File: config.mk
export PLATFORM = sky130hd
export DESIGN_NAME = depth_sorted_draw_list_unit_flat
export DESIGN_NICKNAME = d
export VERILOG_FILES = /design/src/hw/rtl/dsdl_pkg.sv /design/src/hw/rtl/dsdl_if.sv /design/src/hw/rtl/dsdl_datapath.sv /design/src/hw/rtl/dsdl_ctrl.sv /design/src/hw/rtl/depth_sorted_draw_list_unit.sv /design/src/flat_wrapper.sv
export SDC_FILE = /design/constraint.sdc
export NUM_CORES = 2
export LEC_CHECK = 0
export BUFFER_PORTS_ARGS = -buffer_cell sky130_fd_sc_hd__buf_4
export CAP_MARGIN = 30
export CORE_ASPECT_RATIO = 1.75
export CORE_MARGIN = 8
export CORE_UTILIZATION = 50
export CTS_CLUSTER_DIAMETER = 150
export CTS_CLUSTER_SIZE = 40
export DETAILED_ROUTE_END_ITERATION = 10
export HOLD_SLACK_MARGIN = 0.08
export PLACE_DENSITY = 0.65
export RECOVER_POWER = 50
export SLEW_MARGIN = 10
export SYNTH_ARGS = -nofsm -noshare
export SYNTH_HDL_FRONTEND = slang
export SYNTH_HIERARCHICAL = 1
export SYNTH_SLANG_ARGS = --single-unit
File: constraint.sdc
create_clock -name i_clk -period 20.5 [get_ports i_clk]
set_input_delay 2.05 -clock i_clk [delete_from_list [all_inputs] [get_ports i_clk]]
set_output_delay 2.05 -clock i_clk [all_outputs]
set_load 0.05 [all_outputs]
File: src/hw/rtl/dsdl_pkg.sv
// Package for the depth-sorted draw list: sizes, opcodes, status codes and
// the command and status structs between controller and datapath. No dependencies.
package dsdl_pkg;
    localparam int Capacity = 64;
    localparam int PosW = 6;
    localparam int CntW = 7;
    localparam int HndW = 32;
    localparam int KeyW = 16;

    localparam logic [2:0] OP_APPEND = 3'd0;
    localparam logic [2:0] OP_SET = 3'd1;
    localparam logic [2:0] OP_GET = 3'd2;
    localparam logic [2:0] OP_DEL_AT = 3'd3;
    localparam logic [2:0] OP_DEL_HND = 3'd4;
    localparam logic [2:0] OP_SORT = 3'd5;
    localparam logic [2:0] OP_SPARE0 = 3'd6;
    localparam logic [2:0] OP_SPARE1 = 3'd7;

    localparam logic [1:0] ST_OK = 2'd0;
    localparam logic [1:0] ST_FULL = 2'd1;
    localparam logic [1:0] ST_BADPOS = 2'd2;
    localparam logic [1:0] ST_NOTFOUND = 2'd3;

    typedef enum logic [2:0] {
        MC_NONE,
        MC_READ,
        MC_WRITE_IN,
        MC_WRITE_HOLD,
        MC_WRITE_READ
    } t_mcmd;

    typedef struct packed {
        t_mcmd           mem_op;
        logic [PosW-1:0] rd_addr;
        logic [PosW-1:0] wr_addr;
        logic            hold_load;
    } t_dp_cmd;

    typedef struct packed {
        logic [HndW-1:0] rd_handle;
        logic [KeyW-1:0] rd_key;
        logic [HndW-1:0] hold_handle;
        logic [KeyW-1:0] hold_key;
    } t_dp_stat;
endpackage

File: src/hw/rtl/dsdl_if.sv
// Valid/ready channel interfaces for the draw list's input and result words.
// Depends on dsdl_pkg.
interface dsdl_in_if import dsdl_pkg::*; ();
    logic                   valid;
    logic                   ready;
    logic [2:0]             opcode;
    logic [HndW-1:0]        handle;
    logic signed [KeyW-1:0] depth_key;
    logic [PosW-1:0]        position;
    logic [PosW-1:0]        range_end;
    modport source (output valid, opcode, handle, depth_key, position, range_end,
                    input ready);
    modport sink (input valid, opcode, handle, depth_key, position, range_end,
                  output ready);
endinterface

interface dsdl_out_if import dsdl_pkg::*; ();
    logic                   valid;
    logic                   ready;
    logic [1:0]             status;
    logic [HndW-1:0]        out_handle;
    logic signed [KeyW-1:0] out_key;
    logic [CntW-1:0]        item_count;
    logic                   modified;
    modport source (output valid, status, out_handle, out_key, item_count, modified,
                    input ready);
    modport sink (input valid, status, out_handle, out_key, item_count, modified,
                  output ready);
endinterface

File: src/hw/rtl/dsdl_datapath.sv
// Datapath of the draw list: handle and key memories with registered reads
// and a held entry register. Depends on dsdl_pkg.
module dsdl_datapath import dsdl_pkg::*; (
    input  logic            i_clk,
    input  t_dp_cmd         i_cmd,
    input  logic [HndW-1:0] i_handle,
    input  logic [KeyW-1:0] i_key,
    output t_dp_stat        o_stat
);
    logic [HndW-1:0] r_hmem [Capacity];
    logic [KeyW-1:0] r_kmem [Capacity];
    logic [HndW-1:0] r_rd_h, r_hold_h;
    logic [KeyW-1:0] r_rd_k, r_hold_k;
    logic [HndW-1:0] n_wh;
    logic [KeyW-1:0] n_wk;

    always_comb begin
        case (i_cmd.mem_op)
            MC_WRITE_IN: begin
                n_wh = i_handle;
                n_wk = i_key;
            end
            MC_WRITE_HOLD: begin
                n_wh = r_hold_h;
                n_wk = r_hold_k;
            end
            default: begin
                n_wh = r_rd_h;
                n_wk = r_rd_k;
            end
        endcase
    end

    always_ff @(posedge i_clk) begin
        if (i_cmd.mem_op == MC_WRITE_IN || i_cmd.mem_op == MC_WRITE_HOLD
            || i_cmd.mem_op == MC_WRITE_READ) begin
            r_hmem[i_cmd.wr_addr] <= n_wh;
            r_kmem[i_cmd.wr_addr] <= n_wk;
        end
        r_rd_h <= r_hmem[i_cmd.rd_addr];
        r_rd_k <= r_kmem[i_cmd.rd_addr];
        if (i_cmd.hold_load) begin
            r_hold_h <= r_rd_h;
            r_hold_k <= r_rd_k;
        end
    end

    assign o_stat = '{rd_handle: r_rd_h, rd_key: r_rd_k,
                      hold_handle: r_hold_h, hold_key: r_hold_k};
endmodule

File: src/hw/rtl/dsdl_ctrl.sv
// Controller of the draw list: sequences append, set, get, deletes, search and
// insertion sort over the datapath memories. Depends on dsdl_pkg.
module dsdl_ctrl import dsdl_pkg::*; (
    input  logic                   i_clk,
    input  logic                   i_rst_n,
    input  logic                   i_in_valid,
    output logic                   o_in_ready,
    input  logic [2:0]             i_opcode,
    input  logic [HndW-1:0]        i_handle,
    input  logic [PosW-1:0]        i_position,
    input  logic [PosW-1:0]        i_range_end,
    output logic                   o_out_valid,
    input  logic                   i_out_ready,
    output logic [1:0]             o_status,
    output logic [HndW-1:0]        o_out_handle,
    output logic [KeyW-1:0]        o_out_key,
    output logic [CntW-1:0]        o_item_count,
    output logic                   o_modified,
    output t_dp_cmd                o_cmd,
    input  t_dp_stat               i_stat
);
    typedef enum logic [3:0] {
        S_IDLE, S_GET_R, S_SRCH_W, S_SRCH_C, S_SHIFT_W, S_SHIFT,
        S_SORT_I, S_SORT_LD, S_SORT_J, S_SORT_C, S_SORT_PUT, S_OUT
    } t_state;

    t_state          r_state;
    logic [CntW-1:0] r_count;
    logic            r_mod;
    logic [PosW-1:0] r_i, r_j, r_lo, r_hi;
    logic [HndW-1:0] r_hnd;
    logic [1:0]      r_status;
    logic [HndW-1:0] r_oh;
    logic [KeyW-1:0] r_ok;
    logic            r_ov;
    logic [1:0]      r_res_status;
    logic [HndW-1:0] r_res_handle;
    logic [KeyW-1:0] r_res_key;
    logic [CntW-1:0] r_res_count;
    logic            r_res_mod;
    logic [CntW-1:0] n_hi;
    logic [CntW-1:0] n_last;

    assign o_in_ready = (r_state == S_IDLE);
    assign o_out_valid = r_ov;
    assign o_status = r_res_status;
    assign o_out_handle = r_res_handle;
    assign o_out_key = r_res_key;
    assign o_item_count = r_res_count;
    assign o_modified = r_res_mod;
    assign n_last = r_count - CntW'(1);
    assign n_hi = ({1'b0, i_range_end} > n_last) ? n_last : {1'b0, i_range_end};

    always_comb begin
        o_cmd = '{mem_op: MC_NONE, rd_addr: r_i, wr_addr: r_i, hold_load: 1'b0};
        case (r_state)
            S_IDLE: begin
                o_cmd.rd_addr = i_position;
                o_cmd.wr_addr = (i_opcode == OP_APPEND) ? r_count[PosW-1:0] : i_position;
                if (i_in_valid && o_in_ready) begin
                    if (i_opcode == OP_APPEND && r_count < CntW'(Capacity)) begin
                        o_cmd.mem_op = MC_WRITE_IN;
                    end
                    if (i_opcode == OP_SET && {1'b0, i_position} < r_count) begin
                        o_cmd.mem_op = MC_WRITE_IN;
                    end
                end
            end
            S_SRCH_W, S_SRCH_C: o_cmd.rd_addr = r_i + PosW'(1);
            S_SHIFT_W: o_cmd.rd_addr = r_i + PosW'(1);
            S_SHIFT: begin
                if ({1'b0, r_i} + CntW'(1) < r_count) begin
                    o_cmd.mem_op = MC_WRITE_READ;
                end
            end
            S_SORT_I: o_cmd.rd_addr = r_i;
            S_SORT_LD: begin
                o_cmd.hold_load = 1'b1;
                o_cmd.rd_addr = r_j - PosW'(1);
            end
            S_SORT_J: o_cmd.rd_addr = r_j - PosW'(1);
            S_SORT_C: begin
                o_cmd.wr_addr = r_j;
                o_cmd.rd_addr = r_j - PosW'(2);
                if (r_j != r_lo && $signed(i_stat.rd_key) > $signed(i_stat.hold_key)) begin
                    o_cmd.mem_op = MC_WRITE_READ;
                end
            end
            S_SORT_PUT: begin
                o_cmd.wr_addr = r_j;
                o_cmd.mem_op = MC_WRITE_HOLD;
            end
            default: ;
        endcase
    end

    always_ff @(posedge i_clk) begin
        if (!i_rst_n) begin
            r_state <= S_IDLE;
            r_count <= '0;
            r_mod <= 1'b0;
            r_ov <= 1'b0;
        end else begin
            if (r_ov && i_out_ready) begin
                r_ov <= 1'b0;
            end
            case (r_state)
                S_IDLE: begin
                    if (i_in_valid && o_in_ready) begin
                        r_status <= ST_OK;
                        r_oh <= '0;
                        r_ok <= '0;
                        r_i <= i_position;
                        r_hnd <= i_handle;
                        r_state <= S_OUT;
                        case (i_opcode)
                            OP_APPEND: begin
                                if (r_count >= CntW'(Capacity)) begin
                                    r_status <= ST_FULL;
                                end else begin
                                    r_count <= r_count + CntW'(1);
                                    r_mod <= 1'b1;
                                end
                            end
                            OP_SET: begin
                                if ({1'b0, i_position} >= r_count) begin
                                    r_status <= ST_BADPOS;
                                end else begin
                                    r_mod <= 1'b1;
                                end
                            end
                            OP_GET: begin
                                if ({1'b0, i_position} >= r_count) begin
                                    r_status <= ST_BADPOS;
                                end else begin
                                    r_state <= S_GET_R;
                                end
                            end
                            OP_DEL_AT: begin
                                if ({1'b0, i_position} >= r_count) begin
                                    r_status <= ST_BADPOS;
                                end else begin
                                    r_state <= S_SHIFT_W;
                                end
                            end
                            OP_DEL_HND: begin
                                if (i_handle != '0) begin
                                    r_status <= ST_NOTFOUND;
                                    r_i <= '1;
                                    if (r_count != '0) begin
                                        r_state <= S_SRCH_W;
                                    end
                                end
                            end
                            OP_SORT: begin
                                r_mod <= 1'b0;
                                if ({1'b0, i_position} >= r_count) begin
                                    r_status <= ST_BADPOS;
                                end else if ({1'b0, i_position} < n_hi) begin
                                    r_lo <= i_position;
                                    r_hi <= n_hi[PosW-1:0];
                                    r_i <= i_position + PosW'(1);
                                    r_state <= S_SORT_I;
                                end
                            end
                            default: ;
                        endcase
                    end
                end
                S_GET_R: begin
                    r_oh <= i_stat.rd_handle;
                    r_ok <= i_stat.rd_key;
                    r_state <= S_OUT;
                end
                S_SRCH_W: begin
                    r_i <= r_i + PosW'(1);
                    r_state <= S_SRCH_C;
                end
                S_SRCH_C: begin
                    if (i_stat.rd_handle == r_hnd) begin
                        r_status <= ST_OK;
                        r_state <= S_SHIFT_W;
                    end else if ({1'b0, r_i} + CntW'(1) >= r_count) begin
                        r_state <= S_OUT;
                    end else begin
                        r_state <= S_SRCH_W;
                    end
                end
                S_SHIFT: begin
                    if ({1'b0, r_i} + CntW'(1) >= r_count) begin
                        r_count <= r_count - CntW'(1);
                        r_state <= S_OUT;
                    end else begin
                        r_i <= r_i + PosW'(1);
                        r_state <= S_SHIFT_W;
                    end
                end
                S_SHIFT_W: r_state <= S_SHIFT;
                S_SORT_I: begin
                    r_j <= r_i;
                    r_state <= S_SORT_LD;
                end
                S_SORT_LD: r_state <= S_SORT_C;
                S_SORT_J: r_state <= S_SORT_C;
                S_SORT_C: begin
                    if (o_cmd.mem_op == MC_WRITE_READ) begin
                        r_j <= r_j - PosW'(1);
                        r_state <= S_SORT_J;
                    end else begin
                        r_state <= S_SORT_PUT;
                    end
                end
                S_SORT_PUT: begin
                    if (r_i == r_hi) begin
                        r_state <= S_OUT;
                    end else begin
                        r_i <= r_i + PosW'(1);
                        r_state <= S_SORT_I;
                    end
                end
                S_OUT: begin
                    if (!r_ov || i_out_ready) begin
                        r_ov <= 1'b1;
                        r_res_status <= r_status;
                        r_res_handle <= r_oh;
                        r_res_key <= r_ok;
                        r_res_count <= r_count;
                        r_res_mod <= r_mod;
                        r_state <= S_IDLE;
                    end
                end
                default: r_state <= S_IDLE;
            endcase
        end
    end

    a_count_le_cap: assert property (@(posedge i_clk) disable iff (!i_rst_n)
        r_count <= CntW'(Capacity)) else $error("Entry count exceeds capacity.");
    a_busy_not_ready: assert property (@(posedge i_clk) disable iff (!i_rst_n)
        (r_state != S_IDLE) |-> !o_in_ready) else $error("Ready while busy.");
    a_out_holds: assert property (@(posedge i_clk) disable iff (!i_rst_n)
        (r_ov && !i_out_ready) |=> (r_ov && $stable(r_res_count) && $stable(r_res_status)))
        else $error("Result word changed while stalled.");
endmodule

File: src/hw/rtl/depth_sorted_draw_list_unit.sv
// Depth-sorted draw list: a list of up to 64 handle and key entries in two
// memories, run by a controller. It takes a new command word only when idle;
// deletes, handle searches and sorts step through the entries one read at a
// time, since both memories share a single read address. Depends on dsdl_pkg,
// dsdl_if.
module depth_sorted_draw_list_unit import dsdl_pkg::*; (
    input  logic       i_clk,
    input  logic       i_rst_n,
    dsdl_in_if.sink    i_in,
    dsdl_out_if.source o_out
);
    t_dp_cmd  w_cmd;
    t_dp_stat w_stat;

    dsdl_ctrl u_ctrl (
        .i_clk(i_clk), .i_rst_n(i_rst_n),
        .i_in_valid(i_in.valid), .o_in_ready(i_in.ready),
        .i_opcode(i_in.opcode), .i_handle(i_in.handle),
        .i_position(i_in.position), .i_range_end(i_in.range_end),
        .o_out_valid(o_out.valid), .i_out_ready(o_out.ready),
        .o_status(o_out.status), .o_out_handle(o_out.out_handle),
        .o_out_key(o_out.out_key), .o_item_count(o_out.item_count),
        .o_modified(o_out.modified), .o_cmd(w_cmd), .i_stat(w_stat)
    );

    dsdl_datapath u_dp (
        .i_clk(i_clk), .i_cmd(w_cmd), .i_handle(i_in.handle),
        .i_key(i_in.depth_key), .o_stat(w_stat)
    );
endmodule

File: src/flat_wrapper.sv
// flat-port wrapper written by rule: the top's interface ports become plain ports
module depth_sorted_draw_list_unit_flat import dsdl_pkg::*;
  (i_clk, i_rst_n, i_in_valid, i_in_opcode, i_in_handle, i_in_depth_key, i_in_position, i_in_range_end, i_in_ready, o_out_valid, o_out_status, o_out_out_handle, o_out_out_key, o_out_item_count, o_out_modified, o_out_ready);
  dsdl_in_if i_in_i ();
  dsdl_out_if o_out_i ();
  input  logic i_clk;
  input  logic i_rst_n;
  input wire logic [$bits(i_in_i.valid)-1:0] i_in_valid;
  input wire logic [$bits(i_in_i.opcode)-1:0] i_in_opcode;
  input wire logic [$bits(i_in_i.handle)-1:0] i_in_handle;
  input wire logic [$bits(i_in_i.depth_key)-1:0] i_in_depth_key;
  input wire logic [$bits(i_in_i.position)-1:0] i_in_position;
  input wire logic [$bits(i_in_i.range_end)-1:0] i_in_range_end;
  output wire logic [$bits(i_in_i.ready)-1:0] i_in_ready;
  output wire logic [$bits(o_out_i.valid)-1:0] o_out_valid;
  output wire logic [$bits(o_out_i.status)-1:0] o_out_status;
  output wire logic [$bits(o_out_i.out_handle)-1:0] o_out_out_handle;
  output wire logic [$bits(o_out_i.out_key)-1:0] o_out_out_key;
  output wire logic [$bits(o_out_i.item_count)-1:0] o_out_item_count;
  output wire logic [$bits(o_out_i.modified)-1:0] o_out_modified;
  input wire logic [$bits(o_out_i.ready)-1:0] o_out_ready;
  assign i_in_i.valid = i_in_valid;
  assign i_in_i.opcode = i_in_opcode;
  assign i_in_i.handle = i_in_handle;
  assign i_in_i.depth_key = i_in_depth_key;
  assign i_in_i.position = i_in_position;
  assign i_in_i.range_end = i_in_range_end;
  assign i_in_ready = i_in_i.ready;
  assign o_out_valid = o_out_i.valid;
  assign o_out_status = o_out_i.status;
  assign o_out_out_handle = o_out_i.out_handle;
  assign o_out_out_key = o_out_i.out_key;
  assign o_out_item_count = o_out_i.item_count;
  assign o_out_modified = o_out_i.modified;
  assign o_out_i.ready = o_out_ready;
  depth_sorted_draw_list_unit u_core (.i_clk(i_clk), .i_rst_n(i_rst_n), .i_in(i_in_i), .o_out(o_out_i));
endmodule
=== After elaboration in Yosys (flattened, before gate mapping) ===
Memory sizes are Yosys's and may differ from the RTL's. A register that Yosys moved wholly into a read port is not among the register bits.
Cells that the tools add are included.

* Word-level logic and storage cells: 166
* Flip-flop bits (word level): 225
* Output and inout port bits: 60
* Memories kept: 2
* Input bits: 67
* Latch bits: 0
* Bits in read-only memories: 0
* Bits in writable memories: 3072

* Reduce and logical (&&, ||, !) cells: 33
* Shift operators: 0
* Mux-type cells: 62
* Equal/unequal tests: 33
* $mul: 0
* Bitwise gates (word level): 1
* $lt $le $gt $ge: 9
* $add $sub $neg: 7
* Div/mod/pow operators: 0

{| class="wikitable"
|+ Memories
! memory !! depth !! width !! read ports !! clocked after memory_dff !! write ports !! RTL line !! RTL
|-
| u_core.u_dp.r_hmem || 64 || 32 || 1 || 1 || 1 || dsdl_datapath.sv:10 || <nowiki>logic [HndW-1:0] r_hmem [Capacity];</nowiki>
|-
| u_core.u_dp.r_kmem || 64 || 16 || 1 || 1 || 1 || dsdl_datapath.sv:11 || <nowiki>logic [KeyW-1:0] r_kmem [Capacity];</nowiki>
|}

{| class="wikitable"
|+ Operators with widths
! kind !! count
|-
| case mux 32 bit (2 select lines) || 2
|-
| case mux 16 bit (2 select lines) || 2
|-
| two-way mux 4 bit || 12
|-
| two-way mux 6 bit || 8
|-
| case mux 6 bit (4 select lines) || 2
|-
| case mux 4 bit (11 select lines) || 1
|-
| case mux 6 bit (2 select lines) || 3
|-
| two-way mux 7 bit || 5
|-
| == test 32 bit || 1
|-
| two-way mux 32 bit || 1
|-
| nonzero test 32 bit || 1
|-
| inequality test 2 bit (second input constant) || 9
|-
| == test 4 x 3 -> 1 bit (second input constant) || 4
|-
| == test 4 bit (second input constant) || 4
|-
| greater-than comparator 16 bit || 1
|-
| two-way mux 16 bit || 1
|-
| case mux 4 bit (4 select lines) || 1
|-
| AND reduction 5 bit || 3
|-
| less-than comparator 6 x 7 -> 1 bit || 2
|-
| two-way mux 2 bit || 7
|-
| case mux 7 bit (2 select lines) || 1
|-
| adder 6 x 1 -> 6 bit (second input constant) || 2
|-
| == test 3 x 2 -> 1 bit (second input constant) || 4
|-
| case mux 3 bit (4 select lines) || 1
|-
| other kinds (40) || 67
|}

=== Longest topological paths before layout ===
* Depth in word-level cells: 11
* Mapped depth: 19
* Mapped depth without buffers: 18

=== Cells and area by module ===
The synthesis kept the hierarchy.

{| class="wikitable"
|+ Modules (own cells, without submodules)
! module !! instances !! area each (µm²) !! seq. area each (µm²) !! cells each
|-
| dsdl_datapath || 1 || 120386.7 || 94650.8 || 5354
|-
| dsdl_ctrl || 1 || 9031.2 || 5185.0 || 763
|}

=== Worst setup path before layout ===
OpenSTA, ideal clock, no wires.

* Kind: input to register
* From: in i_in_position[4]
* To: mem u_core.u_dp.r_hmem[56][0], enable pin
* Library setup time: 0.575 ns
* Arrival time: 8.656 ns
* Slack: 11.269 ns
* Data required time: 19.925 ns
* Cell stages on the path: 12
* Path buffers: 1
* Path through: ha_1 a21o_1 a21oi_1 o22ai_1 nand2_1 o21ai_0 o41ai_1 nand2b_1 clkbuf_1 nand2_1 nand4_1 nor4_1

{| class="wikitable"
|+ RTL lines
! element !! RTL line !! RTL
|-
| from (decl) || flat_wrapper.sv:12 || <nowiki>input wire logic [$bits(i_in_i.position)-1:0] i_in_position;</nowiki>
|-
| to (decl) || dsdl_datapath.sv:10 ||
|}

==> metrics.txt <==
busiest grt layer met2; Post-Synth XOR/XNOR Area 0.446%; post-synthesis mux area share 14.3%; crit path DAT 10210 ps; TritonCTS clock tree yes; CTS Buffer Depth 3; RSZ-0062 raised after global routing no; count of different cell masters after synthesis 78; fin crit share 49.0%; CP Class register to register; dpl hpwl 222 mm; GRT Util Overall 26.5%; worst endpoint required time 20660 ps; worst slew pin tran 3360 ps; largest net degree at the start of global routing 113; Max FO, Critical Path 64; CP Launch Type register; met1 Use GR 31.6%; first-pass GRT wire length 515 mm; Syn Nets 6230; area growth from synthesis to layout 6.34%; layout cells sized above 1 18.5%; failing checks capacitance limit, slew limit; critical path buffer and inverter count 5; Critical Path Most Common Cell clkbuf_1; most frequent cells in the layout 3284 x edfxtp_1, 691 x mux4_2, 248 x clkbuf_1, 205 x o22ai_1; setup TNS 0 ps; Residual DRC 0; core area 258000 sq um; Vias 64700; Setup WS pre-CTS 12650 ps; Setup Viol. Count Final 0; Worst Skew 55.9 ps; largest stage delay on the critical path 2020 ps; run status finished with violations; vias in the first global route 64900; combinational family with the most area after synthesis multiplexers; initial antenna violation count 11; # rows 247; final core occ 53.3%; power density over the cells 160 nW/um^2; Slowest cell on crit path clkbuf_1; Die Y-Extent 689 microns; synthesized cell area 129000 sq um; DRT Pass-1 Iters 6; hold crit path type register to register; die width 401 microns; area of the multi-input gates 28100 sq um; num ports 127; Synth Register Bits 3345; max cap viols 81; register area 99800 sq um; ys async rst share 0%; Hold Buf Count CTS 0; GR Util met3 3.38%; Clock transition at path regs 150 ps; commonest non-fill, non-tap cell in the layout edfxtp_1; Filler cells 19700; Vias/cell 6.66; FMAX 99.5 MHz; Num CTS Buffers 93; global route overflow 0; adder-cell area share of the yosys netlist 0.445%; crit end category register; H-tree depth 3; DRT antenna net count 0; Mean Syn Cell Area 21.2 sq um; CTS root buffer clkbuf_16; Lkg Pwr 0.0413 uW; die area 276000 sq um; Iteration-0 DRC Markers 8102; cell family with most CP delay buffers and inverters; Post-CTS Resized 0; Post-Syn Instances 6117; Fin. Hold Viols 0; relative slew slack -124%; top_reg_cell synth edfxtp_1; total power 22100 uW; routed length per instance 38.6 microns; sequential area share after synthesis 77.1%; clk sinks 3345; simple-gate portion of the synthesized area 2.45%; GP Congestion 0.916; cell chain of the critical path ha_1 > nand3_1 > xor2_1 > inv_1 > ha_1 > a21o_1 > a21o_1 > a21oi_1 > o211ai_1 > nand2_1 > nand2b_1 > clkbuf_1 > clkbuf_1 > clkbuf_1 > o21ai_4 > clkbuf_1; placed cells 9532; Port Buffers 126; Starting Density 50.2%; Layout Nets 6387; Layout Cells excl Fill 9714; DRT Wirelength 375 mm; minimum clock period 10050 ps; compound-cell area share of the yosys netlist 3.52%; Yosys Warn Count 6; EDFF count, synth 3284; Clk Latency, worst-skew pair 810 ps; GR Util met2 47.0%; Post-CTS Setup Bufs 0; Max Slew Vio Count 3202; fin worst setup slack 10450 ps; VDD IR-drop max 183 uV
[final timing paths]
| path | startpoint | end | slack, ps | depth (start not counted) |
|---|---|---|---|---|
| max reg2reg | u_core/u_ctrl/r_i[0]$_DFFE_PP_ | u_core/u_dp/r_kmem[10][15]$_DFFE_PP_ | 10450 | 16 |
| min | u_core/u_ctrl/r_oh[19]$_SDFFCE_PN0P_ | u_core/u_ctrl/o_out_handle[19]$_DFFE_PP_ | 430 | 0 |
| max | u_core/u_ctrl/r_i[0]$_DFFE_PP_ | u_core/u_dp/r_kmem[10][15]$_DFFE_PP_ | 10450 | 16 |
| min reg2reg | u_core/u_ctrl/r_oh[19]$_SDFFCE_PN0P_ | u_core/u_ctrl/o_out_handle[19]$_DFFE_PP_ | 430 | 0 |
[per-stage QoR]
step           hold slack, ps  cell area [sq um]
6_report                  430             138000
5_1_grt                   443             138000
4_1_cts                   434             139000
3_5_place_dp              405             136000
3_3_place_gp              401             136000
2_1_floorplan             400             129000
[cell type report]
cell class,count,share of cell area [%]
Timing Repair Buffer,395,1.86
Tap cell,3361,3.06
Inverter,52,0.144
Sequential cell,3345,72.5
Clock inverter,7,0.0818
Antenna cell,6,0.0109
Clock buffer,161,1.89
Multi-Input combinational cell,2387,20.4
[worst reg2reg max path, stage by stage, from the launching register on]
cell and delay [ps]:
edfxtp_1 690, ha_1 350, nand3_1 110, xor2_1 290, inv_1 100, ha_1 310, a21o_1 160, a21o_1 170
a21oi_1 190, o211ai_1 150, nand2_1 200, nand2b_1 930, clkbuf_1 970, clkbuf_1 1600, clkbuf_1 2040, o21ai_4 60
clkbuf_1 1070
[synth_stat cells, types with 10 or more instances]
cell | number | area (sq um)
nand2_1 | 144 | 541
a2111oi_0 | 25 | 219
xor2_1 | 46 | 403
edfxtp_1 | 3284 | 98600
a31oi_1 | 11 | 68.8
o22ai_1 | 205 | 1280
nand4_1 | 12 | 75.1
o21ai_0 | 121 | 606
nand3_1 | 40 | 200
ha_1 | 46 | 576
clkbuf_1 | 141 | 529
nand2b_1 | 24 | 150
nor3_1 | 47 | 235
buf_2 | 97 | 485
buf_4 | 47 | 353
nand3b_1 | 10 | 75.1
mux2_2 | 70 | 788
nor4_1 | 56 | 350
buf_6 | 23 | 259
o221ai_1 | 42 | 368
nor2b_1 | 45 | 282
dfxtp_1 | 61 | 1220
a21o_1 | 12 | 90.1
o21a_1 | 31 | 233
a22oi_1 | 35 | 263
nor2_1 | 139 | 522
a211oi_1 | 65 | 488
a21oi_1 | 65 | 325
mux2i_1 | 192 | 1920
and2_1 | 77 | 482
xnor2_1 | 18 | 158
mux4_2 | 691 | 15600
inv_1 | 51 | 191
[registers in the layout, summed over array words and instances, names as in the netlist, 2 cells and up]
name                        count
u_core/u_ctrl/o_item_count      7
u_core/u_ctrl/o_out_handle     32
u_core/u_ctrl/o_out_key        16
u_core/u_ctrl/o_status          2
u_core/u_ctrl/r_count           7
u_core/u_ctrl/r_hi              6
u_core/u_ctrl/r_hnd            32
u_core/u_ctrl/r_i               6
u_core/u_ctrl/r_j               6
u_core/u_ctrl/r_lo              6
u_core/u_ctrl/r_oh             32
u_core/u_ctrl/r_ok             16
u_core/u_ctrl/r_state           4
u_core/u_ctrl/r_status          2
u_core/u_dp/r_hmem           2048
u_core/u_dp/r_hold_h           32
u_core/u_dp/r_hold_k           16
u_core/u_dp/r_kmem           1024
u_core/u_dp/r_rd_h             32
u_core/u_dp/r_rd_k             16
[report_power, final]
| part | internal, uW | switching (uW) |
|---|---|---|
| Combinational | 3600 | 6240 |
| Clock | 897 | 1910 |
| Sequential | 9170 | 239 |
| Total | 13700 | 8390 |
[metal layers]
metal	part of all wire, %	vias to the layer above
met3	7.4	751
met2	51	3383
li1	-	25700
met5	0.0035	-
met4	7.0	2
met1	34	34900
[kinds of logic (layout without fill, tap and decap cells)]
family                     count (synthesis)  after routing
DFF                                     3345           3345
muxes                                    966            966
AOI/OAI and AO/OA                        680            680
and+or+nand+nor                          630            630
buffers and inverters                    385            615
xor gates and xnor gates                  65             65
adders and majority gates                 46             46
other                                      0              6
(Power assumes the default switching activity.)
